**src/sv/sac_pkg.sv**
```systemverilog
// sac_pkg: shared widths, command codes and status codes for the stack ALU calculator.
// No dependencies; used by every module of the block.
`timescale 1ns / 1ps

package sac_pkg;

    localparam int DATA_W          = 32;
    localparam int FUNC_W          = 3;
    localparam int DEPTH_W         = 8;
    localparam int STATUS_W        = 2;
    localparam int STACK_DEPTH_DEF = 128;

    // stream packing, rounded up to whole bytes
    localparam int S_TDATA_W = ((FUNC_W + DATA_W + 7) / 8) * 8;
    localparam int M_TDATA_W = ((DATA_W + DEPTH_W + STATUS_W + 7) / 8) * 8;

    localparam logic [FUNC_W-1:0] FN_PUSH = 3'd0;
    localparam logic [FUNC_W-1:0] FN_POP  = 3'd1;
    localparam logic [FUNC_W-1:0] FN_ADD  = 3'd2;
    localparam logic [FUNC_W-1:0] FN_SUB  = 3'd3;
    localparam logic [FUNC_W-1:0] FN_MUL  = 3'd4;
    localparam logic [FUNC_W-1:0] FN_DIV  = 3'd5;

    localparam logic [STATUS_W-1:0] ST_OK   = 2'd0;
    localparam logic [STATUS_W-1:0] ST_FEW  = 2'd1;
    localparam logic [STATUS_W-1:0] ST_FULL = 2'd2;
    localparam logic [STATUS_W-1:0] ST_DIV0 = 2'd3;

endpackage

```
**src/sv/sac_stack_ram.sv**
```systemverilog
// sac_stack_ram: operand stack storage, one write port and one read port,
// read data registered. Depends on sac_pkg.
`timescale 1ns / 1ps

module sac_stack_ram #(
    parameter int STACK_DEPTH = sac_pkg::STACK_DEPTH_DEF,
    localparam int AW = (STACK_DEPTH > 1) ? $clog2(STACK_DEPTH) : 1
) (
    input  logic                       i_clk,
    input  logic                       i_we,
    input  logic [AW-1:0]              i_waddr,
    input  logic [sac_pkg::DATA_W-1:0] i_wdata,
    input  logic                       i_re,
    input  logic [AW-1:0]              i_raddr,
    output logic [sac_pkg::DATA_W-1:0] o_rdata
);

    logic [sac_pkg::DATA_W-1:0] r_mem [STACK_DEPTH];
    logic [sac_pkg::DATA_W-1:0] r_rdata;

    always_ff @(posedge i_clk) begin
        if (i_we) begin
            r_mem[i_waddr] <= i_wdata;
        end
    end

    always_ff @(posedge i_clk) begin
        if (i_re) begin
            r_rdata <= r_mem[i_raddr];
        end
    end

    assign o_rdata = r_rdata;

endmodule

```
**config.mk**
```make
export PLATFORM = sky130hd
export DESIGN_NAME = sac_stack_ram
export DESIGN_NICKNAME = d
export VERILOG_FILES = /design/src/sv/sac_pkg.sv /design/src/sv/sac_stack_ram.sv
export SDC_FILE = /design/constraint.sdc
export NUM_CORES = 2
export LEC_CHECK = 0
export BUFFER_PORTS_ARGS = -buffer_cell sky130_fd_sc_hd__buf_2
export CELL_PAD_IN_SITES_DETAIL_PLACEMENT = 0
export CELL_PAD_IN_SITES_GLOBAL_PLACEMENT = 2
export CORE_MARGIN = 2
export CORE_UTILIZATION = 57
export CTS_CLUSTER_SIZE = 30
export DETAILED_ROUTE_END_ITERATION = 16
export GPL_ROUTABILITY_DRIVEN = 0
export HOLD_SLACK_MARGIN = 0.02
export PLACE_DENSITY = 0.89
export SETUP_SLACK_MARGIN = 0.15
export SLEW_MARGIN = 10
export SYNTH_ARGS = -nofsm -noshare
export SYNTH_HDL_FRONTEND = slang
export SYNTH_SLANG_ARGS = --single-unit
export TNS_END_PERCENT = 100
```
**constraint.sdc**
```tcl
create_clock -name i_clk -period 5.5 [get_ports i_clk]
set_input_delay 0.55 -clock i_clk [delete_from_list [all_inputs] [get_ports i_clk]]
set_output_delay 0.55 -clock i_clk [all_outputs]
set_load 0.02 [all_outputs]
```
==> summary.md <==
| Metric | Value |
|---|---|
| Status | finished clean |
| CTS tree | done |
| # setup viols final | 0 |
| CTS Buf Count | slightly below 400 |
| Post-route cell area | 177000 µm² |
| CP cell instances | buf_12 -> buf_12 -> mux4_2 -> mux4_2 -> mux4_2 -> mux2_2 |
| Routed wire length | about 440 mm |
| Combinational family with the most area after synthesis | multiplexers |
| Hold path startpoint | i_wdata[13] |
| HP Class | input port to flip-flop |
| CP Data Required Time | 6.17 ns |
| Slowest-stage cell, CP | mux4_2 |
| Synthesis Warnings | 0 |
| Post-Syn Area | ~160000 µm² |
| Area growth syn-to-layout | 12.9% |
| Vias in the first global route | between 70000 and 80000 |
| DPL Wire Length | between 200 and 250 mm |
| DRT Pass-1 Iters | 8 |
| Crit path from | i_raddr[0] |
| Die width | around 530 µm |
| Synth unique cells | 16 |
| Critical path class | input port to flip-flop |
| Clock Sinks | ~4100 |
| Max cap viols | 0 |
| Min Tclk post-route | roughly 3.3 ns |
| Starting Density | 57.3% |
| Xor and xnor area share after synthesis | 0% |
| Lkg Pwr | 54.2 nW |
| Pin count of the biggest net entering global routing | roughly 110 |
| Layout fillers | around 16000 |
| CP endpoint kind | flip-flop |
| Setup_tns | 0 ns |
| Core area | 273000 µm² |
| Via density | between 7 and 8 |
| Final period utilization | 59.5% |
| First-pass GRT wire length | around 610 mm |
| Final Non-Filler Cells | between 10000 and 15000 |
| GRT Util Overall | around a third |
| Clock latency on the worst-skew pair | 0.95 ns |
| GR Overflow Total | 0 |
| Synthesized instance count | around 6000 |
| Total Die Area | about 280000 µm² |
| Slew headroom | 10.6% |
| Commonest cells after routing, fill and taps aside | edfxtp_1, mux4_2, clkbuf_16, buf_4, nor2_4 |
| Worst Path Arrival | 3.95 ns |
| VDD IR-drop max | 325 µV |
| Synth Net Count | between 6000 and 7000 |
| RR Startpoint | r_mem[47][16] |
| Count of final hold-check violations | 0 |
| Power per cell area | about 370 nW/µm² |
| Commonest non-fill, non-tap cell in the layout | edfxtp_1 |
| Routed WL per cell | roughly 43 µm |
| Fraction of layout cells with a size suffix above 1 | 36.2% |
| Unrepaired setup endpoints after global routing | false |
| CTS clk-pin slew, worst paths | ~0.06 ns |
| H-tree levels | 5 |
| Vias | approximately 75000 |
| Setup Buffers After CTS | 0 |
| Syn_area_per_cell | between 20 and 30 µm² |
| Worst Skew | 0.0511 ns |
| Total Nets Final | 6478 |
| Die height | about 530 µm |
| Seq/Total Area, Yosys | 79.2% |
| CTS max path bufs | 4 |
| Worst setup SP type | input port |
| CP max FO | 66 |
| CP dominant cell by count | mux4_2 |
| Synth Area in Compound Gates | 0% |
| Simple-gate portion of the synthesized area | less than 1% |
| Worst-Margin Slew | 1.34 ns |
| Placed cell count | ~9600 |
| Slew Limit Fails | 0 |
| Multiplexer area fraction after synthesis | 19.6% |
| Initial antenna violation count | 63 |
| Adder-Cell Fraction of Synth Area | 0% |
| Num rows | ~190 |
| Residual DRC | 0 |
| PortBufs | 80 |
| Root buffer cell | clkbuf_16 |
| Cell Area, Placed | around 160000 µm² |
| Final ANT Viol Nets | 0 |
| Register bit total from synthesis | ~4100 |
| Iteration-0 DRC Markers | between 10000 and 15000 |
| Crit path largest cell delay | 0.74 ns |
| Top Ports | 81 |
| Hold WS | 0.0643 ns |
| FMAX | approximately 310 MHz |
-- per-layer routing --
layer | share of wire, % | global-route usage (%) | routed length (µm)
met5 | 0.051 | 0 | 226
met4 | 6.6 | 18.1 | 29300
met3 | 12 | 7.79 | 55600
met2 | 48 | 50.1 | 214000
met1 | 33 | 42.0 | 146000
-- cells by family (layout without fill, tap and decap cells) --
logic type             Yosys count  after routing
buffers and inverters          316           1069
multiplexers                  1376           1376
flip-flops                    4128           4128
AND/OR/NAND/NOR                170            170
other                            0             42
-- synthesized netlist by cell type, drive strengths merged --
cell    number  area share (%)
clkbuf     182            0.44
mux4      1344              19
nand3       12           0.038
nand2b       2          0.0080
or3          1          0.0040
nand2       14           0.034
nor3         9           0.029
mux2        32            0.23
edfxtp    4128              79
nor2       122            0.29
nand4        3           0.012
buf        134            0.40
nor2b        7           0.028
-- area by class of cell --
cell class	count	area, µm²	area share, %
multi-input cells	1546	32300	18.3
well taps	3589	4490	2.54
clock inverters	248	2540	1.44
clock buffers	458	10200	5.75
repair buffers	363	3220	1.82
diodes	42	105	0.0595
flip-flops and latches	4128	124000	70.1
-- flip-flops by register name, summed over array words and instances (netlist names) --
register	flops
r_mem	4096
o_rdata	32
-- per-stage QoR --
stage / util (%) / total power, W / worst slack (ns)
6_report: 64.7 / 0.0656 / 2.23
5_1_grt: 64.7 / 0.0668 / 2.16
4_1_cts: 64.6 / 0.0656 / 2.27
3_5_place_dp: 60.0 / 0.0389 / 1.34
3_3_place_gp: 60.0 / 0.0388 / 1.34
2_1_floorplan: - / 0.0372 / 1.71
-- power by group --
| group | total [W] | internal [W] | switching, W |
|---|---|---|---|
| combinational | 0.00346 | 0.00127 | 0.00218 |
| clock | 0.0272 | 0.0154 | 0.0118 |
| sequential | 0.0349 | 0.0348 | 0.000136 |
-- path summary, 6_finish.rpt --
kind / end / slack (ns) / depth (start not counted)
max: o_rdata[22] / 2.23 / 6
min: r_mem[72][13] / 0.06 / 1
min reg2reg: o_rdata[25] / 1.23 / 4
max reg2reg: o_rdata[16] / 2.56 / 4
-- timing repair --
action                    4_1_cts  5_1_grt
hold endpoints to repair       22        0
gates resized for setup         0        0
hold buffers                    1        0
-- critical path: cells and delay by family --
family	cells	cell delay, ns
buf+inv	2	0.87
mux	4	2.31
(Power assumes the default switching activity.)
