## config.mk

```make
export PLATFORM = sky130hd
export DESIGN_NAME = sac_div
export DESIGN_NICKNAME = d
export VERILOG_FILES = /design/src/sv/sac_pkg.sv /design/src/sv/sac_div.sv
export SDC_FILE = /design/constraint.sdc
export NUM_CORES = 1
export LEC_CHECK = 0
export ABC_AREA = 1
export BUFFER_PORTS_ARGS = -buffer_cell sky130_fd_sc_hd__buf_2
export CAP_MARGIN = 20
export CORE_MARGIN = 3
export CORE_UTILIZATION = 35
export DETAILED_ROUTE_END_ITERATION = 12
export GPL_ROUTABILITY_DRIVEN = 0
export MAX_ROUTING_LAYER = met4
export PLACE_DENSITY_LB_ADDON = 0.15
export REMOVE_ABC_BUFFERS = 1
export SYNTH_ARGS = -nofsm -noshare
export SYNTH_HDL_FRONTEND = slang
export SYNTH_SLANG_ARGS = --single-unit
```

## constraint.sdc

```tcl
create_clock -name i_clk -period 4.2 [get_ports i_clk]
set_clock_uncertainty 0.15 [all_clocks]
set_input_delay 0.63 -clock i_clk [delete_from_list [all_inputs] [get_ports i_clk]]
set_output_delay 0.63 -clock i_clk [all_outputs]
set_load 0.05 [all_outputs]
```

## src/sv/sac_pkg.sv

```systemverilog
// sac_pkg: shared widths, command codes and status codes for the stack ALU calculator.
// No dependencies; used by every module of the block.
`timescale 1ns / 1ps

package sac_pkg;

    localparam int DATA_W          = 32;
    localparam int FUNC_W          = 3;
    localparam int DEPTH_W         = 8;
    localparam int STATUS_W        = 2;
    localparam int STACK_DEPTH_DEF = 128;

    // stream packing, rounded up to whole bytes
    localparam int S_TDATA_W = ((FUNC_W + DATA_W + 7) / 8) * 8;
    localparam int M_TDATA_W = ((DATA_W + DEPTH_W + STATUS_W + 7) / 8) * 8;

    localparam logic [FUNC_W-1:0] FN_PUSH = 3'd0;
    localparam logic [FUNC_W-1:0] FN_POP  = 3'd1;
    localparam logic [FUNC_W-1:0] FN_ADD  = 3'd2;
    localparam logic [FUNC_W-1:0] FN_SUB  = 3'd3;
    localparam logic [FUNC_W-1:0] FN_MUL  = 3'd4;
    localparam logic [FUNC_W-1:0] FN_DIV  = 3'd5;

    localparam logic [STATUS_W-1:0] ST_OK   = 2'd0;
    localparam logic [STATUS_W-1:0] ST_FEW  = 2'd1;
    localparam logic [STATUS_W-1:0] ST_FULL = 2'd2;
    localparam logic [STATUS_W-1:0] ST_DIV0 = 2'd3;

endpackage

```

## src/sv/sac_div.sv

```systemverilog
// sac_div: signed 32-bit divider, truncating toward zero, one quotient bit per cycle
// on magnitudes with a sign fix at the end. Depends on sac_pkg.
`timescale 1ns / 1ps

module sac_div (
    input  logic                       i_clk,
    input  logic                       i_rst_n,
    input  logic                       i_start,
    input  logic [sac_pkg::DATA_W-1:0] i_dividend,
    input  logic [sac_pkg::DATA_W-1:0] i_divisor,
    output logic                       o_done,
    output logic [sac_pkg::DATA_W-1:0] o_quotient
);

    localparam int W     = sac_pkg::DATA_W;
    localparam int CNT_W = $clog2(W);

    logic             r_busy;
    logic             r_done;
    logic [CNT_W-1:0] r_cnt;
    logic             r_neg;
    logic [W-1:0]     r_q;
    logic [W-1:0]     r_rem;
    logic [W-1:0]     r_dsr;

    logic [W:0]   shifted;
    logic         take;
    logic [W:0]   diff;

    always_comb begin
        shifted = {r_rem, r_q[W-1]};
        diff    = shifted - {1'b0, r_dsr};
        take    = (shifted >= {1'b0, r_dsr});
    end

    always_ff @(posedge i_clk) begin
        if (!i_rst_n) begin
            r_busy <= 1'b0;
            r_done <= 1'b0;
            r_cnt  <= '0;
        end else begin
            r_done <= 1'b0;
            if (i_start) begin
                r_busy <= 1'b1;
                r_cnt  <= '0;
                r_neg  <= i_dividend[W-1] ^ i_divisor[W-1];
                r_q    <= i_dividend[W-1] ? (W'(0) - i_dividend) : i_dividend;
                r_dsr  <= i_divisor[W-1] ? (W'(0) - i_divisor) : i_divisor;
                r_rem  <= '0;
            end else if (r_busy) begin
                r_q   <= {r_q[W-2:0], take};
                r_rem <= take ? diff[W-1:0] : shifted[W-1:0];
                r_cnt <= r_cnt + CNT_W'(1);
                if (r_cnt == CNT_W'(W - 1)) begin
                    r_busy <= 1'b0;
                    r_done <= 1'b1;
                end
            end
        end
    end

    assign o_done     = r_done;
    // the minimum value over minus one wraps back to the minimum value, with no saturation
    assign o_quotient = r_neg ? (W'(0) - r_q) : r_q;

endmodule

```

==> results of run 1 <==
## cells in the final DEF, fill, tap and decap left out, types with 2 or more instances in the layout
cell / netlist / layout
a21oi_1: 17 / 17
a21oi_2: 2 / 2
a31oi_1: 5 / 5
and2_1: 3 / 3
and3_1: 2 / 2
buf_2: 5 / 99
buf_4: 1 / 8
clkbuf_16: 0 / 10
dfxtp_1: 7 / 7
diode_2: 0 / 5
edfxtp_1: 97 / 97
ha_1: 37 / 37
inv_1: 281 / 281
inv_2: 1 / 2
inv_8: 0 / 3
nand2_1: 455 / 454
nand2_2: 8 / 9
nand2_4: 2 / 2
nand3_1: 97 / 97
nand3_2: 6 / 6
nand3b_1: 21 / 21
nand4_1: 18 / 18
nor2_1: 177 / 177
nor2_2: 21 / 21
nor2_4: 2 / 2
nor3_1: 24 / 24
nor3_2: 3 / 3
nor4_1: 3 / 3
o211ai_1: 3 / 3
o21ai_0: 53 / 53
o21ai_1: 4 / 4
o21ai_2: 2 / 2
o31ai_1: 4 / 4
or2_2: 3 / 3
xnor2_1: 13 / 13
xor2_1: 68 / 68
## flip-flops by register name (all words and copies together), names as in the netlist
register	flops
r_neg	1
r_rem	32
r_cnt	5
r_q	32
o_done	1
r_busy	1
r_dsr	32
## layout make-up
cell class	instances	area, um2
clock inverters	5	55.1
diodes	5	12.5
clock buffers	11	254
flip-flops and latches	104	3050
multi-input cells	1061	5390
fillers	2942	16200
repair buffers	108	576
inverters	283	1060
well taps	372	465
## per-layer routing
| metal | part of all wire, % | vias to the layer above |
|---|---|---|
| li1 | - | 4779 |
| met1 | 47 | 4116 |
| met2 | 47 | 176 |
| met3 | 4.5 | 27 |
| met4 | 1.7 | 0 |
| met5 | 0 | - |
## logic make-up (layout without fill, tap and decap cells)
family                     count (synthesis)  count (layout)
AOI/OAI and AO/OA                         95              95
xor gates and xnor gates                  81              81
adders and majority gates                 38              38
buffers and inverters                    315             407
DFF                                      104             104
other                                      0               5
and+or+nand+nor                          847             847
## critical path, cell delays in order (launching register included)
cell and delay (ns):
edfxtp_1 0.42, inv_1 0.11, ha_1 0.17, nand3_1 0.17, nor2_1 0.18, nand2_1 0.11, nor2_1 0.19, nand3_1 0.15
o21ai_0 0.26, xor2_1 0.17, buf_2 0.28
## power breakdown
part	internal, W	leakage, nW	switching [W]
combinational	0.000485	4.43	0.00110
sequential	0.00128	0.992	0.0000677
clock	0.000458	0.153	0.000461
## how the worst min path moves through the flow
| stage | start | endpoint | slack (ns) | cells past startpoint |
|---|---|---|---|---|
| final | r_cnt[4]$_SDFFE_PP0P_ | r_cnt[4]$_SDFFE_PP0P_ | 0.33 | 2 |
| after global routing | r_cnt[4]$_SDFFE_PP0P_ | r_cnt[4]$_SDFFE_PP0P_ | 0.36 | 2 |
| after CTS | r_cnt[4]$_SDFFE_PP0P_ | r_cnt[4]$_SDFFE_PP0P_ | 0.33 | 2 |
| after detailed placement | r_cnt[4]$_SDFFE_PP0P_ | r_cnt[4]$_SDFFE_PP0P_ | 0.32 | 2 |
| after global placement | r_cnt[4]$_SDFFE_PP0P_ | r_cnt[4]$_SDFFE_PP0P_ | 0.31 | 2 |
| after floorplan | r_cnt[4]$_SDFFE_PP0P_ | r_cnt[4]$_SDFFE_PP0P_ | 0.29 | 2 |
## per-stage QoR
step	std cells	area, um2	total power, W	hold WS (ns)	utilization, %
finish	1949	10900	0.00384	0.330	40.1
global route	1949	10900	0.00412	0.359	40.1
CTS	1944	10900	0.00387	0.332	40.1
detailed placement	1928	10500	0.00295	0.318	38.9
global placement	1928	10500	0.00294	0.306	38.9
floorplan	1448	9500	0.00250	0.294	-
==> results by group, run 1 <==
Outcome
  • Run status: complete, no violations

GRT
  • Met1 Track Usage GR: 25.8%
  • Total global routing overflow: 0
  • Antenna violations before repair: 5
  • Met2 GRT Util: 32.0%
  • Vias in the first global route: roughly 8800
  • GRT Util Overall: 19.7%
  • First-pass GRT wire length: 45.9 mm
  • Largest net degree at the start of global routing: 37
  • Most Crowded Layer GR: met2
  • Met3 Use GR: ~3.3%

Logic synthesis
  • Area contributors post-synth: edfxtp_1, nand2_1, inv_1
  • Post-synthesis sequential element count: 104
  • Largest family of logic cells by synthesized area: simple AND/OR/NAND/NOR gates
  • Synth async-reset ratio: 0%
  • Post-synth cell types: between 40 and 50
  • Synth Area in XOR/XNOR: under 10%
  • Yosys top cell area share: a little under a third
  • Synth Area in Simple Gates: 37.7%
  • Proportion of synthesized area in mux cells: 0%
  • Mean Syn Cell Area: 6.56 um2
  • Mapped Cells: 1480
  • Post-synth top flop: edfxtp_1
  • Synth Area in Adders: 4.98%
  • Yosys warning total: 0
  • Commonest cells in the netlist: nand2_1, inv_1, nor2_1
  • EDFF count, synth: 97
  • Compound-cell area share of the yosys netlist: 5.53%
  • Most frequent cell after synthesis: nand2_1
  • Mapped cell area: 9700 um2
  • Sequential area share after synthesis: a little under a third
  • Cell accounting for the most synthesized area: edfxtp_1

Drt
  • Via Count: ~9100
  • DR vias/cell: 4.67
  • DRC viols: 0
  • Routed Antenna Nets: 0
  • Total wire length: 28.6 mm
  • DR iter-0 viols: 525
  • 1st-pass router iterations: 5
  • Routed WL per cell: 14.7 um

Critical path
  • WP data arrival: 2.56 ns
  • CP Launch Type: flip-flop
  • Worst Setup EP: o_quotient[24]
  • Critical Path RT: 3.42 ns
  • Crit Reg-Reg Endpoint: r_rem[21]$_SDFFCE_PP0P_
  • Setup crit end kind: output pin
  • Flop2flop setup slack: 1.44 ns
  • Crit Path Category: flip-flop to output pin
  • R2R Path Start: r_rem[23]$_SDFFCE_PP0P_
  • Max Fanout on Critical Path: 4
  • Setup crit start: r_q[0]$_DFFE_PP_
  • Worst R2R Path Depth: 14

Place
  • Buffers added on ports: between 90 and 100
  • Place WS: 1.28 ns
  • DP Wirelength: 23.2 mm

Hold path
  • Hold crit path type: flip-flop to flip-flop

Timing
  • Max Slew Vio Count: 0
  • Fin worst setup slack: 0.862 ns
  • Final Hold Viols: 0
  • Rel. slew slack: 59.3%
  • Final setup viols: 0
  • Setup_tns: 0 ns
  • Fmax: 0.300 GHz
  • Tcrit/Tclk final: roughly four fifths
  • Slew @ Worst Pin: roughly 0.6 ns
  • Post-layout minimum cycle time: 3.34 ns
  • Unrepaired setup endpoints after global routing: false

Clocking
  • Num CTS Buffers: 9
  • CTS max path bufs: 2
  • Clk root buf: clkbuf_16
  • Clock insertion delay at the later pin of the skew report: 0.36 ns
  • Post-cts resize count: 0
  • Hold_buf cts: 0
  • Post-CTS Setup Bufs: 0
  • Worst-path clk slew: 0.09 ns
  • CTS H-tree depth: 3
  • CTS tree: yes
  • Clk sinks: 104

Floorplan
  • Starting density of the core: 35.8%
  • Die Area: 29800 um2
  • Width of the chip: about 170 um
  • Die Ht: 173 um
  • Core area: 27100 um2
  • Ports: 100
  • Rows: 60

Power and ir drop
  • Largest vdd supply drop: 216 uV
  • Leak pwr: 5.58 nW
  • Power per cell area: 354 nW/um2

Finish
  • Layout cells sized above 1: 11.4%
  • Post-layout nets: 1672
  • Area grow syn2layout: 12.0%

Flow run
  • Maxcap violations: 0
Note: power is estimated with default switching activity, not from simulation.
==> run 2: changes to the inputs <==
- ABC_AREA: 1 -> 0
- clock period: 4.2 -> 3.5 ns (I/O delays scaled with it)
==> run 2 against run 1 <==
The run now ends with negative setup slack left. Largest power group is now sequential cells. Register-to-register slack got worse by 1.2 ns. Critical path type unchanged. Largest cell class unchanged. Sequential power increased by 17%. Synthesized cell count decreased by 43%. Critical path depth unchanged. Routed wire length decreased by 30%. Sequential share of layout area increased by 3.3 points. Cell count decreased by 34%. Final area decreased by 10%. Non-clock buffer count increased by 76.
==> results by group, run 2 <==
Timing
  • Tcrit/Tclk final: 121%
  • Fmax: 0.237 GHz
  • Unrepaired setup endpoints after global routing: true
  • Max Slew Vio Count: 0 (unchanged)
  • Final setup viols: 12 (+12)
  • Post-layout minimum cycle time: 4.23 ns
  • Slew @ Worst Pin: 0.685 ns (+0.0752 ns)
  • Final Hold Viols: 0 (unchanged)
  • Fin worst setup slack: -0.727 ns (-1.59 ns)
  • Final hold slack: 0.259 ns (-0.0713 ns)
  • Rel. slew slack: 54.3% (-5.0 points)

Power and ir drop
  • Psw: 0.00144 W (-11%)
  • Leak pwr: 3.94 nW (-29%)
  • Comb pwr share: 37.9% (-3.2 points)
  • Largest vdd supply drop: 220 uV (+1.8%)
  • Power per cell area: 415 nW/um2 (+17%)
  • Internal power: 0.00260 W (+17%)
  • Sw frac: 35.7% (-6.6 points)
  • Clk pwr share: 23.2% (-0.7 points)
  • Sequential Power Share: 38.8% (+3.8 points)

Drt
  • Met1 WL: 9.23 mm (-32%)
  • Met3 wire length: 533 um (-58%)
  • Total wire length: 19.9 mm (-30%)
  • 1st-pass router iterations: 5 (unchanged)
  • Routed Antenna Nets: 0 (unchanged)
  • Met2 WL post-DR: 9.83 mm (-26%)
  • DR iter-0 viols: 234 (-55%)
  • DRC viols: 0 (unchanged)
  • Max layer used: met4
  • Routed WL per cell: 15.4 um (+5.0%)
  • DR vias/cell: 5.18 (+11%)
  • Via Count: 6679 (-27%)

Finish
  • Most common cell after layout, fill and taps aside: edfxtp_1
  • Top flop regs: r_dsr: 32 flops, r_q: 32 flops, r_rem: 32 flops
  • Post-layout nets: 1110 (-34%)
  • Layout cells sized above 1: 24.0% (+13 points)
  • Fin area: 9740 um2 (-10%)
  • # fillers: 2254 (-23%)
  • Area grow syn2layout: 24.3%
  • Seq. cell area: 3050 um2 (unchanged)
  • Highest-count cells in the layout ignoring fill and taps: edfxtp_1, nor2_1, buf_4
  • Footprint of the multi-input gates: 4660 um2 (-14%)
  • # diodes: 0 (-5)

Logic synthesis
  • Cell accounting for the most synthesized area: edfxtp_1
  • Post-synthesis sequential element count: 104 (unchanged)
  • Area contributors post-synth: edfxtp_1, xnor2_1, ha_1
  • Mapped cell area: 7840 um2 (-19%)
  • Yosys top cell area share: 37.2% (+7.1 points)
  • Post-synth top flop: edfxtp_1
  • Sequential area share after synthesis: 39.0% (+7.5 points)
  • Post-synth cell types: 60 (+30%)
  • Yosys warning total: 0 (unchanged)
  • Synth async-reset ratio: 0% (unchanged)
  • Mean Syn Cell Area: 9.24 um2 (+41%)
  • Commonest cells in the netlist: edfxtp_1, nor2_1, a21oi_1
  • Mapped Cells: 848 (-43%)
  • Most frequent cell after synthesis: edfxtp_1
  • EDFF count, synth: 97 (unchanged)

Critical path
  • Flop2flop setup slack: 0.21 ns (-1.23 ns)
  • Setup crit end kind: output pin
  • Max Fanout on Critical Path: 3 (-1)
  • CP Launch Type: flip-flop
  • WP data arrival: 3.55 ns (+0.99 ns)
  • Slowest stage delay, CP: 0.57 ns (+0.15 ns)
  • Crit path top cell by count: or4_4
  • Critical path, cell by cell: or4_4, nor2_4, nand2_2, or4_4, nand2b_4, or4_4, or4_4, o31ai_4, xnor2_1, buf_4
  • Crit Path Category: flip-flop to output pin
  • Critical-path top delay cell: or4_4
  • Critical Path RT: 2.82 ns (-0.60 ns)

Clocking
  • Num CTS Buffers: 9 (unchanged)
  • Worst-path clk slew: 0.07 ns (-0.02 ns)
  • Clk sinks: 104 (unchanged)
  • Clk root buf: clkbuf_16
  • CTS H-tree depth: 3 (unchanged)
  • Clock insertion delay at the later pin of the skew report: 0.35 ns (about the same)
  • Hold_buf cts: 0 (unchanged)
  • CTS max path bufs: 2 (unchanged)
  • CTS tree: yes

Place
  • Placed instance area: 9140 um2 (-13%)
  • Buffers added on ports: 99 (unchanged)
  • DP Wirelength: 15.1 mm (-35%)

Floorplan
  • Width of the chip: 156 um (-9.8%)
  • Ports: 100 (unchanged)
  • Rows: 54 (-10%)
  • Die Area: 24200 um2 (-19%)
  • Core area: 21900 um2 (-19%)
  • Starting density of the core: 35.8% (about the same)
  • Die Ht: 156 um (-9.8%)

Outcome
  • Violated checks: negative setup slack
  • Run status: finished with violations

GRT
  • Largest net degree at the start of global routing: 67 (+81%)
  • Total global routing overflow: 0 (unchanged)
  • First-pass GRT wire length: 31.7 mm (-31%)
  • Antenna violations before repair: 0 (-5)
  • Vias in the first global route: 6510 (-26%)
  • GRT Util Overall: 16.6% (-3.0 points)

Hold path
  • Hold crit path type: input port to flip-flop

Flow run
  • Maxcap violations: 0 (unchanged)
[run 2: cell count changes after synthesis, sizes merged, moves of 18 or more]
cell    previous run  this run
a21oi             19        73
clkbuf            13        32
inv              282        49
mux2i              0        26
nand2            465        59
nand3            103        12
nand3b            21         3
nor2             200        95
o31ai              5        27
xnor2             13        67
xor2              68        50
[run 2: power by group through the flow]
| stage | Sequential, W | Clock, W | Combinational, W |
|---|---|---|---|
| floorplan | 0.00159 | 0 | 0.00102 |
| CTS | 0.00157 | 0.000965 | 0.00150 |
| detailed placement | 0.00160 | 0 | 0.00148 |
| finish | 0.00157 | 0.000940 | 0.00153 |
| global placement | 0.00159 | 0 | 0.00147 |
| global route | 0.00158 | 0.00102 | 0.00170 |
[run 2: through the flow]
stage	setup TNS (ns)	power [W]	instances	worst slack [ns]	utilization, %
after CTS	-5.56	0.00404	1287	-0.762	43.5
after detailed placement	-2.79	0.00307	1266	-0.473	41.8
after floorplan	-76.46	0.00261	810	-2.37	-
after global placement	-2.73	0.00307	1266	-0.465	41.8
final	-4.96	0.00404	1290	-0.727	44.5
after global routing	-6.86	0.00430	1290	-0.829	44.5
[run 2: final cells by class]
| cell class | instances | area share [%] |
|---|---|---|
| Timing Repair Buffer | 184 | 12.6 |
| Clock buffer | 10 | 2.35 |
| Sequential cell | 104 | 31.3 |
| Clock inverter | 6 | 0.347 |
| Tap cell | 280 | 3.60 |
| Multi-Input combinational cell | 657 | 47.8 |
| Inverter | 49 | 1.89 |
[run 2: repair_timing]
item / in CTS / in global routing
endpoints found under the setup margin: 14 / 21
gates resized for setup: 27 / 44
pin swaps: 5 / 13
setup buffers: 5 / 3
[run 2: per-layer routing]
metal,global-route usage [%],vias up
met5,-,-
met4,4.92,0
met3,1.97,13
met2,28.1,90
met1,21.0,3154
li1,-,3422
[run 2: logic make-up (layout without fill, tap and decap cells)]
| group | Yosys count | count (layout) | share of synthesized area, % |
|---|---|---|---|
| xor gates and xnor gates | 117 | 117 | 13.1 |
| buffers and inverters | 87 | 249 | 4.25 |
| and+or+nand+nor | 256 | 256 | 16.2 |
| AOI/OAI and AO/OA | 220 | 220 | 18.1 |
| muxes | 26 | 26 | 3.32 |
| adders and majority gates | 38 | 38 | 6.16 |
| DFF | 104 | 104 | 39.0 |
[run 2: path summary, 6_finish.rpt]
check	end	depth (start not counted)	startpoint
hold / removal	r_dsr[0]$_DFFE_PP_	1	i_divisor[0]
setup / recovery	o_quotient[28]	10	r_q[5]$_DFFE_PP_
hold reg to reg	r_cnt[4]$_SDFFE_PP0P_	2	r_cnt[4]$_SDFFE_PP0P_
setup reg to reg	r_rem[28]$_SDFFCE_PP0P_	12	r_rem[8]$_SDFFCE_PP0P_
[run 2: critical path: cells and delay by family (launching register included)]
kind,cells,cell delay [ns]
XOR/XNOR,1,0.14
AND/OR/NAND/NOR,7,2.28
buffers and inverters,1,0.22
flip-flops,1,0.38
AO/OA/AOI/OAI,1,0.19
